[src/design/rmc_pkg.sv]
package rmc_pkg;

  localparam int WINDOW_LEN    = 10;
  localparam int CALIB_SAMPLES = 20;

  localparam int SAMPLE_W = 8;
  localparam int SLOT_W   = (WINDOW_LEN > 1) ? $clog2(WINDOW_LEN) : 1;

  // Sample counter covers the longer of the two phases
  localparam int CNT_MAX = (CALIB_SAMPLES > WINDOW_LEN) ? CALIB_SAMPLES : WINDOW_LEN;
  localparam int CNT_W   = $clog2(CNT_MAX + 1);

  // Calibration medians are summed from MEDIAN_START on
  localparam int MEDIAN_START = (CALIB_SAMPLES < WINDOW_LEN) ? CALIB_SAMPLES : WINDOW_LEN;
  localparam int MEDIAN_COUNT = CALIB_SAMPLES - MEDIAN_START + 1;

  // Median positions in the sorted row
  localparam int MID_LO = (WINDOW_LEN % 2 == 0) ? (WINDOW_LEN / 2 - 1) : ((WINDOW_LEN - 1) / 2);
  localparam int MID_HI = (WINDOW_LEN % 2 == 0) ? (WINDOW_LEN / 2) : ((WINDOW_LEN - 1) / 2);

  // Signed median sum, magnitude up to MEDIAN_COUNT * 128
  localparam int SUM_W = $clog2(MEDIAN_COUNT * (1 << (SAMPLE_W - 1)) + 1) + 1;

  // Division by MEDIAN_COUNT as multiply by a rounded-up reciprocal
  localparam int RECIP_SHIFT = SUM_W + $clog2(MEDIAN_COUNT + 1) + 1;
  localparam longint RECIP_MUL = ((64'd1 << RECIP_SHIFT) + MEDIAN_COUNT - 1) / MEDIAN_COUNT;
  localparam int PROD_W = SUM_W + RECIP_SHIFT;

  typedef struct packed {
    logic [SAMPLE_W-1:0] val;
    logic [SLOT_W-1:0]   slot;
  } entry_t;

  typedef struct packed {
    logic do_sum;
    logic last_cal;
    logic mon_end;
  } tag_t;

  typedef struct packed {
    logic done;
    logic ok;
  } cal_fb_t;

endpackage

[src/design/rmc_cell.sv]
module rmc_cell import rmc_pkg::*; (
  input  logic   clk,
  input  logic   rst_n,
  input  logic   en_i,
  input  logic   clr_i,
  input  entry_t init_i,
  input  entry_t ins_i,
  input  entry_t rgt_i,
  input  logic   has_rgt_i,
  input  logic   del_i,
  input  entry_t lft_c_i,
  input  logic   lft_le_i,
  output entry_t cur_o,
  output logic   del_o,
  output entry_t c_o,
  output logic   c_le_o,
  output entry_t nxt_o
);

  entry_t ent_r;
  entry_t ent_nxt;
  logic   c_exists;

  assign cur_o = ent_r;

  // Compacted row: entry at or before this cell removed, later ones move left
  assign del_o    = del_i | (ent_r.slot == ins_i.slot);
  assign c_o      = del_o ? rgt_i : ent_r;
  assign c_exists = !del_o || has_rgt_i;
  assign c_le_o   = c_exists && ($signed(c_o.val) <= $signed(ins_i.val));

  // Insert new sample after every compacted entry not above it
  always_comb begin
    if (c_le_o) begin
      nxt_o = c_o;
    end else if (lft_le_i) begin
      nxt_o = ins_i;
    end else begin
      nxt_o = lft_c_i;
    end
  end

  always_comb begin
    ent_nxt = ent_r;
    if (en_i) begin
      ent_nxt = clr_i ? init_i : nxt_o;
    end
  end

  always_ff @(posedge clk) begin
    if (!rst_n) begin
      ent_r <= init_i;
    end else begin
      ent_r <= ent_nxt;
    end
  end

endmodule

[src/design/rmc_post.sv]
module rmc_post import rmc_pkg::*; (
  input  logic                clk,
  input  logic                rst_n,
  input  logic                s_valid,
  output logic                s_ready,
  input  logic [SAMPLE_W-1:0] s_lo,
  input  logic [SAMPLE_W-1:0] s_hi,
  input  tag_t                s_tag,
  output cal_fb_t             cal_fb,
  output logic                out_tvalid,
  input  logic                out_tready,
  output logic [SAMPLE_W-1:0] out_level,
  output logic                out_is_ref
);

  logic                v1_r, v1_nxt;
  logic [SAMPLE_W-1:0] lo1_r, hi1_r;
  tag_t                tag1_r;
  logic                v2_r, v2_nxt;
  logic [SAMPLE_W-1:0] med2_r, med_nxt;
  tag_t                tag2_r;
  logic                v3_r, v3_nxt;
  logic [SUM_W-1:0]    val3_r, val3_nxt;
  tag_t                tag3_r;
  logic [SUM_W-1:0]    sum_r, sum_nxt;
  logic                ov_r, ov_nxt;
  logic [SAMPLE_W-1:0] lvl_r, lvl_nxt;
  logic                ref_r, ref_nxt;

  logic rdy1, rdy2, rdy3, mv1, mv2, mv3;
  logic [SAMPLE_W:0]   pair;
  logic [SUM_W-1:0]    med_ext;
  logic                neg;
  logic [SUM_W-1:0]    mag;
  logic [PROD_W-1:0]   prod;
  logic [SUM_W-1:0]    qmag;
  logic [SAMPLE_W-1:0] q;

  assign rdy3 = !v3_r || !ov_r || out_tready;
  assign mv3  = v3_r && rdy3;
  assign rdy2 = !v2_r || rdy3;
  assign mv2  = v2_r && rdy2;
  assign rdy1 = !v1_r || rdy2;
  assign mv1  = v1_r && rdy1;
  assign s_ready = rdy1;

  // Even window: mean of the two middle entries, truncated toward zero
  assign pair    = {lo1_r[SAMPLE_W-1], lo1_r} + {hi1_r[SAMPLE_W-1], hi1_r};
  assign med_nxt = SAMPLE_W'(($signed(pair) + $signed({{SAMPLE_W{1'b0}}, pair[SAMPLE_W]}))
                   >>> 1);
  assign med_ext = {{(SUM_W - SAMPLE_W){med2_r[SAMPLE_W-1]}}, med2_r};

  // Reference: signed sum divided by the median count
  assign neg  = val3_r[SUM_W-1];
  assign mag  = neg ? (~val3_r + SUM_W'(1)) : val3_r;
  assign prod = PROD_W'(mag) * PROD_W'(RECIP_MUL);
  assign qmag = prod[PROD_W-1 -: SUM_W];
  assign q    = neg ? (~qmag[SAMPLE_W-1:0] + SAMPLE_W'(1)) : qmag[SAMPLE_W-1:0];

  assign cal_fb.done = mv3 && tag3_r.last_cal;
  assign cal_fb.ok   = (qmag != '0);

  always_comb begin
    v1_nxt = s_valid ? 1'b1 : (mv1 ? 1'b0 : v1_r);
    v2_nxt = mv1 ? 1'b1 : (mv2 ? 1'b0 : v2_r);
    v3_nxt = mv2 ? 1'b1 : (mv3 ? 1'b0 : v3_r);

    sum_nxt  = sum_r;
    val3_nxt = val3_r;
    if (mv2) begin
      if (tag2_r.last_cal) begin
        val3_nxt = sum_r + med_ext;
        sum_nxt  = '0;
      end else if (tag2_r.do_sum) begin
        sum_nxt = sum_r + med_ext;
      end else begin
        val3_nxt = med_ext;
      end
    end

    ov_nxt  = (ov_r && !out_tready) ? 1'b1 : 1'b0;
    lvl_nxt = lvl_r;
    ref_nxt = ref_r;
    if (mv3) begin
      if (tag3_r.last_cal && (qmag != '0)) begin
        ov_nxt  = 1'b1;
        lvl_nxt = q;
        ref_nxt = 1'b1;
      end else if (tag3_r.mon_end && (val3_r != '0)) begin
        ov_nxt  = 1'b1;
        lvl_nxt = val3_r[SAMPLE_W-1:0];
        ref_nxt = 1'b0;
      end
    end
  end

  always_ff @(posedge clk) begin
    if (!rst_n) begin
      v1_r  <= 1'b0;
      v2_r  <= 1'b0;
      v3_r  <= 1'b0;
      ov_r  <= 1'b0;
      sum_r <= '0;
    end else begin
      v1_r  <= v1_nxt;
      v2_r  <= v2_nxt;
      v3_r  <= v3_nxt;
      ov_r  <= ov_nxt;
      sum_r <= sum_nxt;
    end
  end

  always_ff @(posedge clk) begin
    if (s_valid) begin
      lo1_r  <= s_lo;
      hi1_r  <= s_hi;
      tag1_r <= s_tag;
    end
    if (mv1) begin
      med2_r <= med_nxt;
      tag2_r <= tag1_r;
    end
    if (mv2) begin
      tag3_r <= tag2_r;
    end
    val3_r <= val3_nxt;
    lvl_r  <= lvl_nxt;
    ref_r  <= ref_nxt;
  end

  assign out_tvalid = ov_r;
  assign out_level  = lvl_r;
  assign out_is_ref = ref_r;

endmodule

[src/design/rssi_median_calibrator.sv]
// RSSI median calibrator.
// Input stream: one signed 8-bit RSSI sample per transfer on in_tdata.
// Output stream: out_tdata carries the level, out_tuser is 1 for the
// calibration reference and 0 for a monitoring block median.
// The block first calibrates over CALIB_SAMPLES samples in a circular window
// of WINDOW_LEN entries; the truncated mean of the window medians is the
// reference, sent only if nonzero (otherwise calibration restarts). It then
// sends the median of each block of WINDOW_LEN samples, if nonzero.
// The window is a row of sorted cells; each accepted sample drops the entry
// it overwrites and slides in at its sorted place as the cells update, so a
// sample can be accepted every cycle while in_tready is high. A result passes
// through the middle pair, median, sum/divide input and output registers, the
// first loaded by the transfer that completes it, before it sets out_tvalid.
// After the last calibration sample in_tready stays low until the reference
// is decided, since it selects the next phase.
// When the receiver stalls, the output register holds and the stages behind
// it fill up before in_tready drops.
// Reset (rst_n low, synchronous) empties the pipeline, zeroes the window and
// restarts calibration.
module rssi_median_calibrator import rmc_pkg::*; (
  input  logic       clk,
  input  logic       rst_n,
  input  logic       in_tvalid,
  output logic       in_tready,
  input  logic [7:0] in_tdata,   // [7:0] rssi
  output logic       out_tvalid,
  input  logic       out_tready,
  output logic [7:0] out_tdata,  // [7:0] level
  output logic       out_tuser   // [0] is_reference
);

  logic              acc;
  logic              post_rdy;
  logic              cal_r, cal_nxt;
  logic              wait_r, wait_nxt;
  logic [CNT_W-1:0]  cnt_r, cnt_nxt, cnt_inc;
  logic [SLOT_W-1:0] wpos_r, wpos_nxt;
  logic              clr;
  tag_t              tag;
  cal_fb_t           fb;
  entry_t            ins;

  entry_t cur  [WINDOW_LEN];
  entry_t cc   [WINDOW_LEN];
  entry_t nxt  [WINDOW_LEN];
  entry_t init [WINDOW_LEN];
  logic   del  [WINDOW_LEN];
  logic   cle  [WINDOW_LEN];

  assign in_tready = post_rdy && !wait_r;
  assign acc       = in_tvalid && in_tready;

  assign ins.val  = in_tdata;
  assign ins.slot = wpos_r;

  // Phase bookkeeping for the sample being accepted
  assign cnt_inc      = cnt_r + CNT_W'(1);
  assign tag.do_sum   = !cal_r && (cnt_inc >= CNT_W'(MEDIAN_START));
  assign tag.last_cal = !cal_r && (cnt_inc == CNT_W'(CALIB_SAMPLES));
  assign tag.mon_end  = cal_r && (cnt_inc == CNT_W'(WINDOW_LEN));
  assign clr          = tag.last_cal || tag.mon_end;

  always_comb begin
    cnt_nxt  = cnt_r;
    wpos_nxt = wpos_r;
    wait_nxt = wait_r;
    cal_nxt  = cal_r;
    if (acc) begin
      if (clr) begin
        cnt_nxt  = '0;
        wpos_nxt = '0;
      end else begin
        cnt_nxt  = cnt_inc;
        wpos_nxt = (wpos_r == SLOT_W'(WINDOW_LEN - 1)) ? '0 : (wpos_r + SLOT_W'(1));
      end
      // hold the input until the reference decides the next phase
      if (tag.last_cal) begin
        wait_nxt = 1'b1;
      end
    end
    if (fb.done) begin
      wait_nxt = 1'b0;
      cal_nxt  = fb.ok;
    end
  end

  always_ff @(posedge clk) begin
    if (!rst_n) begin
      cal_r  <= 1'b0;
      wait_r <= 1'b0;
      cnt_r  <= '0;
      wpos_r <= '0;
    end else begin
      cal_r  <= cal_nxt;
      wait_r <= wait_nxt;
      cnt_r  <= cnt_nxt;
      wpos_r <= wpos_nxt;
    end
  end

  // Sorted window: one cell per entry, ascending from cell 0
  for (genvar i = 0; i < WINDOW_LEN; i++) begin : g_cell
    entry_t rgt;
    logic   has_rgt;
    logic   del_in;
    entry_t lft_c;
    logic   lft_le;

    assign init[i].val  = '0;
    assign init[i].slot = SLOT_W'(i);

    if (i == WINDOW_LEN - 1) begin : g_last
      assign rgt     = cur[i];
      assign has_rgt = 1'b0;
    end else begin : g_mid
      assign rgt     = cur[i+1];
      assign has_rgt = 1'b1;
    end

    if (i == 0) begin : g_first
      assign del_in = 1'b0;
      assign lft_c  = cur[i];
      assign lft_le = 1'b1;
    end else begin : g_next
      assign del_in = del[i-1];
      assign lft_c  = cc[i-1];
      assign lft_le = cle[i-1];
    end

    rmc_cell u_cell (
      .clk       (clk),
      .rst_n     (rst_n),
      .en_i      (acc),
      .clr_i     (clr),
      .init_i    (init[i]),
      .ins_i     (ins),
      .rgt_i     (rgt),
      .has_rgt_i (has_rgt),
      .del_i     (del_in),
      .lft_c_i   (lft_c),
      .lft_le_i  (lft_le),
      .cur_o     (cur[i]),
      .del_o     (del[i]),
      .c_o       (cc[i]),
      .c_le_o    (cle[i]),
      .nxt_o     (nxt[i])
    );
  end

  // Median, calibration sum, reference division and output register
  rmc_post u_post (
    .clk        (clk),
    .rst_n      (rst_n),
    .s_valid    (acc),
    .s_ready    (post_rdy),
    .s_lo       (nxt[MID_LO].val),
    .s_hi       (nxt[MID_HI].val),
    .s_tag      (tag),
    .cal_fb     (fb),
    .out_tvalid (out_tvalid),
    .out_tready (out_tready),
    .out_level  (out_tdata),
    .out_is_ref (out_tuser)
  );

endmodule

[config.mk]
export PLATFORM = sky130hd
export DESIGN_NAME = rssi_median_calibrator
export DESIGN_NICKNAME = d
export VERILOG_FILES = /design/src/design/rmc_pkg.sv /design/src/design/rmc_cell.sv /design/src/design/rmc_post.sv /design/src/design/rssi_median_calibrator.sv
export SDC_FILE = /design/constraint.sdc
export NUM_CORES = 1
export LEC_CHECK = 0
export BUFFER_PORTS_ARGS = -buffer_cell sky130_fd_sc_hd__buf_4
export CAP_MARGIN = 5
export CELL_PAD_IN_SITES_DETAIL_PLACEMENT = 1
export CELL_PAD_IN_SITES_GLOBAL_PLACEMENT = 1
export CORE_MARGIN = 2
export CORE_UTILIZATION = 45
export CTS_CLUSTER_SIZE = 30
export DETAILED_ROUTE_END_ITERATION = 16
export PLACE_DENSITY = 0.8
export SKIP_LAST_GASP = 1
export SLEW_MARGIN = 20
export SYNTH_ARGS = -nofsm -noshare
export SYNTH_HDL_FRONTEND = slang
export SYNTH_SLANG_ARGS = --single-unit
[constraint.sdc]
create_clock -name clk -period 9.1 [get_ports clk]
set_input_delay 2.275 -clock clk [delete_from_list [all_inputs] [get_ports clk]]
set_output_delay 2.275 -clock clk [all_outputs]
set_load 0.05 [all_outputs]
# == Yosys cells after proc, flatten, opt, wreduce, memory -nomap -nowiden ==
# Cells that the tools add are included.
# word_totals
reg_bits,200
in_bits,12
out_inout_bits,11
wordCells,188
# op_classes
add_sub_neg,7
multipliers,1
order_cmp,11
n_eq_ne,15
muxes,60
n_bitwise,12
n_reduce_logical,39
# ops
op,count
$mux W12,43
$le A8 B8 Y1,10
$eq A4 B4 Y1,10
$mul A12 B12 Y24 const B,1
$mux W8,3
$reduce_bool A12 Y1,2
$logic_and A1 B1 Y1,13
$add A12 B1 Y12 const B,1
$add A12 B12 Y12,1
$not A12 Y12,1
$mux W1,11
$reduce_and A2 Y1,5
$reduce_bool A2 Y1,5
$add A8 B8 Y9,1
$add A9 B2 Y9,1
$or A1 B1 Y1,9
$add A8 B1 Y8 const B,1
$logic_not A1 Y1,8
$mux W4,2
$not A8 Y8,1
$add A5 B1 Y5 const B,1
$eq A5 B4 Y1 const B,1
$eq A5 B5 Y1 const B,1
$ge A5 B4 Y1 const B,1
other kinds (7),12

# == Depth between registers and ports, before layout ==
# logic_depth
depth_word,14
mapped_depth,30
ltp_nobuf,29

# == Hierarchy ==
# From an unflattened synthesis, not the netlist that was laid out.
# unflattened
hier_cells,2735
area_unflattened_um2,23070.9
# by_module_without_submodules
module,n_inst,cells_per_inst,area_each_um2,seq_area_each_um2
rmc_cell,10,203,1597.8,360.3
rmc_post,1,619,6384.9,1911.8
rssi_median_calibrator,1,86,708.2,220.2

# == Worst setup path after synthesis ==
# OpenSTA, ideal clock, no wires.
# synth_timing
kind,reg-to-reg
start,register u_post.val3_r[0]
end,register u_post.lvl_r[1] (netlist: u_post.out_level[1]) (data pin)
setup_time_ns,0.260
t_arrival_ns,7.085
required_time_ns,8.840
slack_ns,1.755
path_stages_with_launch,29
path_buffers,1
period_less_slack_ns,7.345
cell_sequence,edfxtp_1 > inv_1 > ha_1 > nand2_1 > or3_1 > nand2_1 > xor2_1 > inv_1 > ha_1 > inv_1 > fa_1 > inv_1 > fa_1 > fa_1 > inv_1 > fa_1 > inv_1 > ha_1 > nor2b_1 > or4b_1 > a211o_1 > nand2b_1 > ha_1 > o21ai_0 > or2_1 > a2111oi_2 > nand2b_1 > buf_4 > mux2_2
# synth_between
elab_chain_cells,8
word_cells_on_any_way,10
classes_between,2 x add/sub; 1 x mul; 3 x mux; 2 x bitwise; 2 x reduce/logical
# synth_rtl
item,line,rtl
start: declaration,rmc_post.sv:23,"logic [SUM_W-1:0] val3_r, val3_nxt;"
start signal: assignment,rmc_post.sv:126,val3_r <= val3_nxt;
$not A12 Y12,rmc_post.sv:55,assign mag = neg ? (~val3_r + SUM_W'(1)) : val3_r;
$add A12 B1 Y12,rmc_post.sv:55,
$mux W12 *,rmc_post.sv:55,
$mul A12 B12 Y24 *,rmc_post.sv:56,assign prod = PROD_W'(mag) * PROD_W'(RECIP_MUL);
$not A8 Y8,rmc_post.sv:58,assign q = neg ? (~qmag[SAMPLE_W-1:0] + SAMPLE_W'(1)) : qmag[SAMPLE_W-1:0];
$add A8 B1 Y8,rmc_post.sv:58,
$mux W8,rmc_post.sv:58,
$mux W8 *,rmc_post.sv:85,if (tag3_r.last_cal && (qmag != '0)) begin
end signal: assignment,rmc_post.sv:127,lvl_r <= lvl_nxt;
end: declaration,rmc_post.sv:27,"logic [SAMPLE_W-1:0] lvl_r, lvl_nxt;"
# Mark *: on every way between the ends. The rest lies on a longest branch, timed or not.
# A chain may end at the register's enable or synchronous reset.

# == Worst setup path after layout ==
# layout_timing
start,register u_post.val3_r[0]
end,register u_post.ref_r (netlist: u_post.out_is_ref) (enable)
# layout_between
elab_chain_cells,8
word_cells_on_any_way,10
classes_between,1 x add/sub; 1 x mul; 1 x mux; 1 x bitwise; 6 x reduce/logical
# layout_rtl
item,line,rtl
$not A12 Y12,rmc_post.sv:55,
$add A12 B1 Y12,rmc_post.sv:55,
$mux W12,rmc_post.sv:55,
$mul A12 B12 Y24,rmc_post.sv:56,
$reduce_bool A12 Y1,rmc_post.sv:85,
$logic_and A1 B1 Y1,rmc_post.sv:85,
$reduce_bool A2 Y1 (no source line) *,--,
$reduce_and A2 Y1 (no source line) *,--,
end signal: assignment,rmc_post.sv:128,ref_r <= ref_nxt;
end: declaration,rmc_post.sv:28,"logic ref_r, ref_nxt;"
# Marks and branches as above.

==> impl_metrics.ini <==
[global_routing]
globalRouteOverflowTotal = 0
grt_max_degree = 58
first_global_vias = 14121
antenna_found_initial = 0
grt_pass1_wl_um = 76100
track_usage_pct = 25.1

[job]
maxCapViolCount = 0

[critical_path]
crit_required_ns = 9.21
rr_worst_depth = 30
startpoint_type = register
worstSetupEndpointType = register
path_class = reg -> reg
worstSetupEndpoint = u_post.out_is_ref
critPathMostFrequentCell = inv_1
crit_arrival_ns = 8.19
cp_slowest_stage_delay_ns = 0.55
crit_fanout = 11
cp-startpoint = u_post.val3_r[0]
r2r-end = u_post.out_is_ref
regToRegSetupSlack_ns = 1.02
critPathSlowestCell = fa_1
timing.rr.start = u_post.val3_r[0]

[clock_network]
htreeDepth = 4
clock_path_buffers = 2
clk_pin_slew_ns = 0.08
cts_tree = yes
clock_latency_ns = 0.46
cts-root-buf = clkbuf_16
clock-sinks = 200
cts_buffers = 17
cts_resized = 0
cts_setup_buffers = 0
cts_hold_buf = 0

[place]
io_buffers = 22
hpwl_um = 34500
gp_congestion = 0.882

[synth]
synth_top_area_share_pct = 18.0
ys_seq_elements = 200
netlist_area_um2 = 16300
syn_area_per_cell_um2 = 9.53
syn_inst = 1712
syn-num-nets = 1943
synth_area_leaders = dfxtp_1 18%, ha_1 14%, edfxtp_1 9.8%
synthArstFlopShare_pct = 0
yosysTopAreaCell = dfxtp_1
synth-warning-count = 0
seq_area_frac_synth_pct = 27.8
synth_cell_types = 77
synth_ff_type = dfxtp_1
synth_edf_count = 53

[sta]
finalSetupViolCount = 0
finalSetupTns_ns = 0
hold_viol = 0
max_slew.worst_pin.slew_ns = 1.06
period_share_pct = 88.8
slew_headroom_pct = 29.2
fin_crit_ns = 8.08
holdWs_ns = 0.429
max_clock_freq_ghz = 0.124
drv_slew = 0
fin_skew_ns = 0.0192
rsz0062_at_grt = false

[layout]
post-route-util_pct = 49.1
nNetsFinal = 1926
diodes = 0
drive_above_1_share_pct = 13.5
syn2layout_area_growth_pct = 7.39

[routing]
drc = 3
vias = 13006
via_per_inst = 6.00
first_pass_iters = 11
wl_per_cell_um = 21.4
ant_nets = 0
drtIter0Drc = 635
wirelength_um = 46500

[power]
swShare_pct = 44.3
p_switching_mw = 2.17
p_per_area_nw_per_um2 = 280
power_frac_seq_pct = 24.9
pwr-share-clk_pct = 16.2
p_leak_nw = 7.77
p_int_mw = 2.73
ir_drop_uv = 216
power_frac_comb_pct = 58.9

[floorplanning]
start_util_pct = 45.8
die_x_um = 194
pin_count = 23
core_um2 = 35700
die-area_um2 = 37800
die_h_um = 194
row_count = 69

[outcome]
status = finished, violations left
violations = design-rule violations

[hold_path]
hold_class = reg -> reg
-- per-stage QoR --
step                      std cells  instance area (µm²)  setup WS [ns]  total power [mW]
after floorplan                1712                16300           1.76              3.39
after global placement         2137                16900           1.35              3.96
after detailed placement       2137                16900           1.02              4.12
after global routing           2169                17500          0.612              5.28
final                          2169                17500           1.02              4.90
after CTS                      2169                17500          0.980              4.93
-- flip-flops by register name, summed over array words and instances (netlist names), 3 cells and up --
name,count
u_post.sum_r,12
u_post.hi1_r,8
u_post.tag2_r,3
u_post.tag1_r,3
u_post.out_level,8
u_post.lo1_r,8
u_post.val3_r,12
cnt_r,5
g_cell.u_cell.cur_o,120
wpos_r,4
u_post.med2_r,8
-- critical path, delay by kind of cell (launching register included) --
family | cells | cell delay (ns)
buffers and inverters | 7 | 0.61
DFF | 1 | 0.52
and+or+nand+nor | 9 | 2.02
xor gates and xnor gates | 1 | 0.15
adders and majority gates | 8 | 3.06
AOI/OAI and AO/OA | 5 | 1.37
-- worst min path at each step --
stage                     startpoint                to  slack [ns]  depth (start not counted)
floorplan           u_post.tag1_r[0]  u_post.tag2_r[0]        0.40                          0
CTS                 u_post.tag2_r[0]  u_post.tag3_r[0]        0.42                          0
global placement    u_post.tag1_r[1]  u_post.tag2_r[1]        0.41                          0
finish              u_post.tag2_r[0]  u_post.tag3_r[0]        0.43                          0
detailed placement  u_post.tag2_r[0]  u_post.tag3_r[0]        0.41                          0
global route        u_post.tag2_r[0]  u_post.tag3_r[0]        0.44                          0
-- synthesized netlist by cell type (all sizes together) (6+ instances only) --
cell / instances
nor2: 90
xnor2: 60
a21oi: 60
dfxtp: 147
a211oi: 7
o31ai: 7
mux2: 126
and3: 8
o2bb2ai: 11
o2111ai: 6
a22oi: 21
or3: 7
nand2b: 12
a221o: 8
clkbuf: 51
a22o: 38
nand2: 115
nor2b: 20
a21o: 8
edfxtp: 53
inv: 135
o211ai: 10
fa: 42
o21ai: 101
o21a: 41
nand4: 16
buf: 36
and4: 6
nand3: 34
nor3: 12
xor2: 44
o21bai: 10
o22a: 8
ha: 177
mux2i: 132
and2: 6
-- cell type report --
class | count | area [µm²]
Fill cell | 4065 | 18100
Multi-Input combinational cell | 1289 | 10900
Sequential cell | 200 | 4530
Clock inverter | 14 | 151
Clock buffer | 18 | 450
Inverter | 136 | 510
Timing Repair Buffer | 51 | 395
Tap cell | 461 | 577
-- cells by family after synthesis --
family / count (synthesis) / share of synthesized area, %
AO/OA/AOI/OAI: 367 / 15.5
AND/OR/NAND/NOR: 341 / 10.0
multiplexers: 258 / 16.8
buffers and inverters: 223 / 5.56
adder cells (fa/ha/maj): 219 / 18.7
flip-flops: 200 / 27.8
XOR/XNOR: 104 / 5.58
-- power groups by stage --
| stage | Clock (mW) | Sequential [mW] | Combinational (mW) |
|---|---|---|---|
| floorplan | 0 | 1.20 | 2.19 |
| global placement | 0 | 1.23 | 2.72 |
| detailed placement | 0 | 1.24 | 2.88 |
| CTS | 0.798 | 1.22 | 2.91 |
| global route | 0.836 | 1.24 | 3.20 |
| finish | 0.793 | 1.22 | 2.89 |
-- placed cells by master, fill, tap and decap left out, types with 12 or more instances in the layout --
cell type,netlist,layout
xor2_1,44,44
clkbuf_16,0,18
buf_4,5,50
a22o_1,38,38
dfxtp_1,147,147
mux2i_1,132,132
nand2b_1,12,12
nand3_1,34,34
nand4_1,16,16
edfxtp_1,53,53
inv_1,135,135
nor2_1,90,88
nor2b_1,20,19
nand2_1,115,114
o21ai_0,97,97
fa_1,42,42
xnor2_1,60,60
a22oi_1,21,21
o21a_1,41,41
mux2_2,126,126
a21oi_1,60,60
ha_1,177,177
-- per-layer routing --
metal / GRT usage (%) / wire [µm] / share of wire, %
met1: 31.3 / 20400 / 44
met2: 45.0 / 23400 / 50
met3: 2.93 / 1420 / 3.0
met4: 7.69 / 1260 / 2.7
met5: 0 / 0 / 0
(Power assumes the default switching activity.)
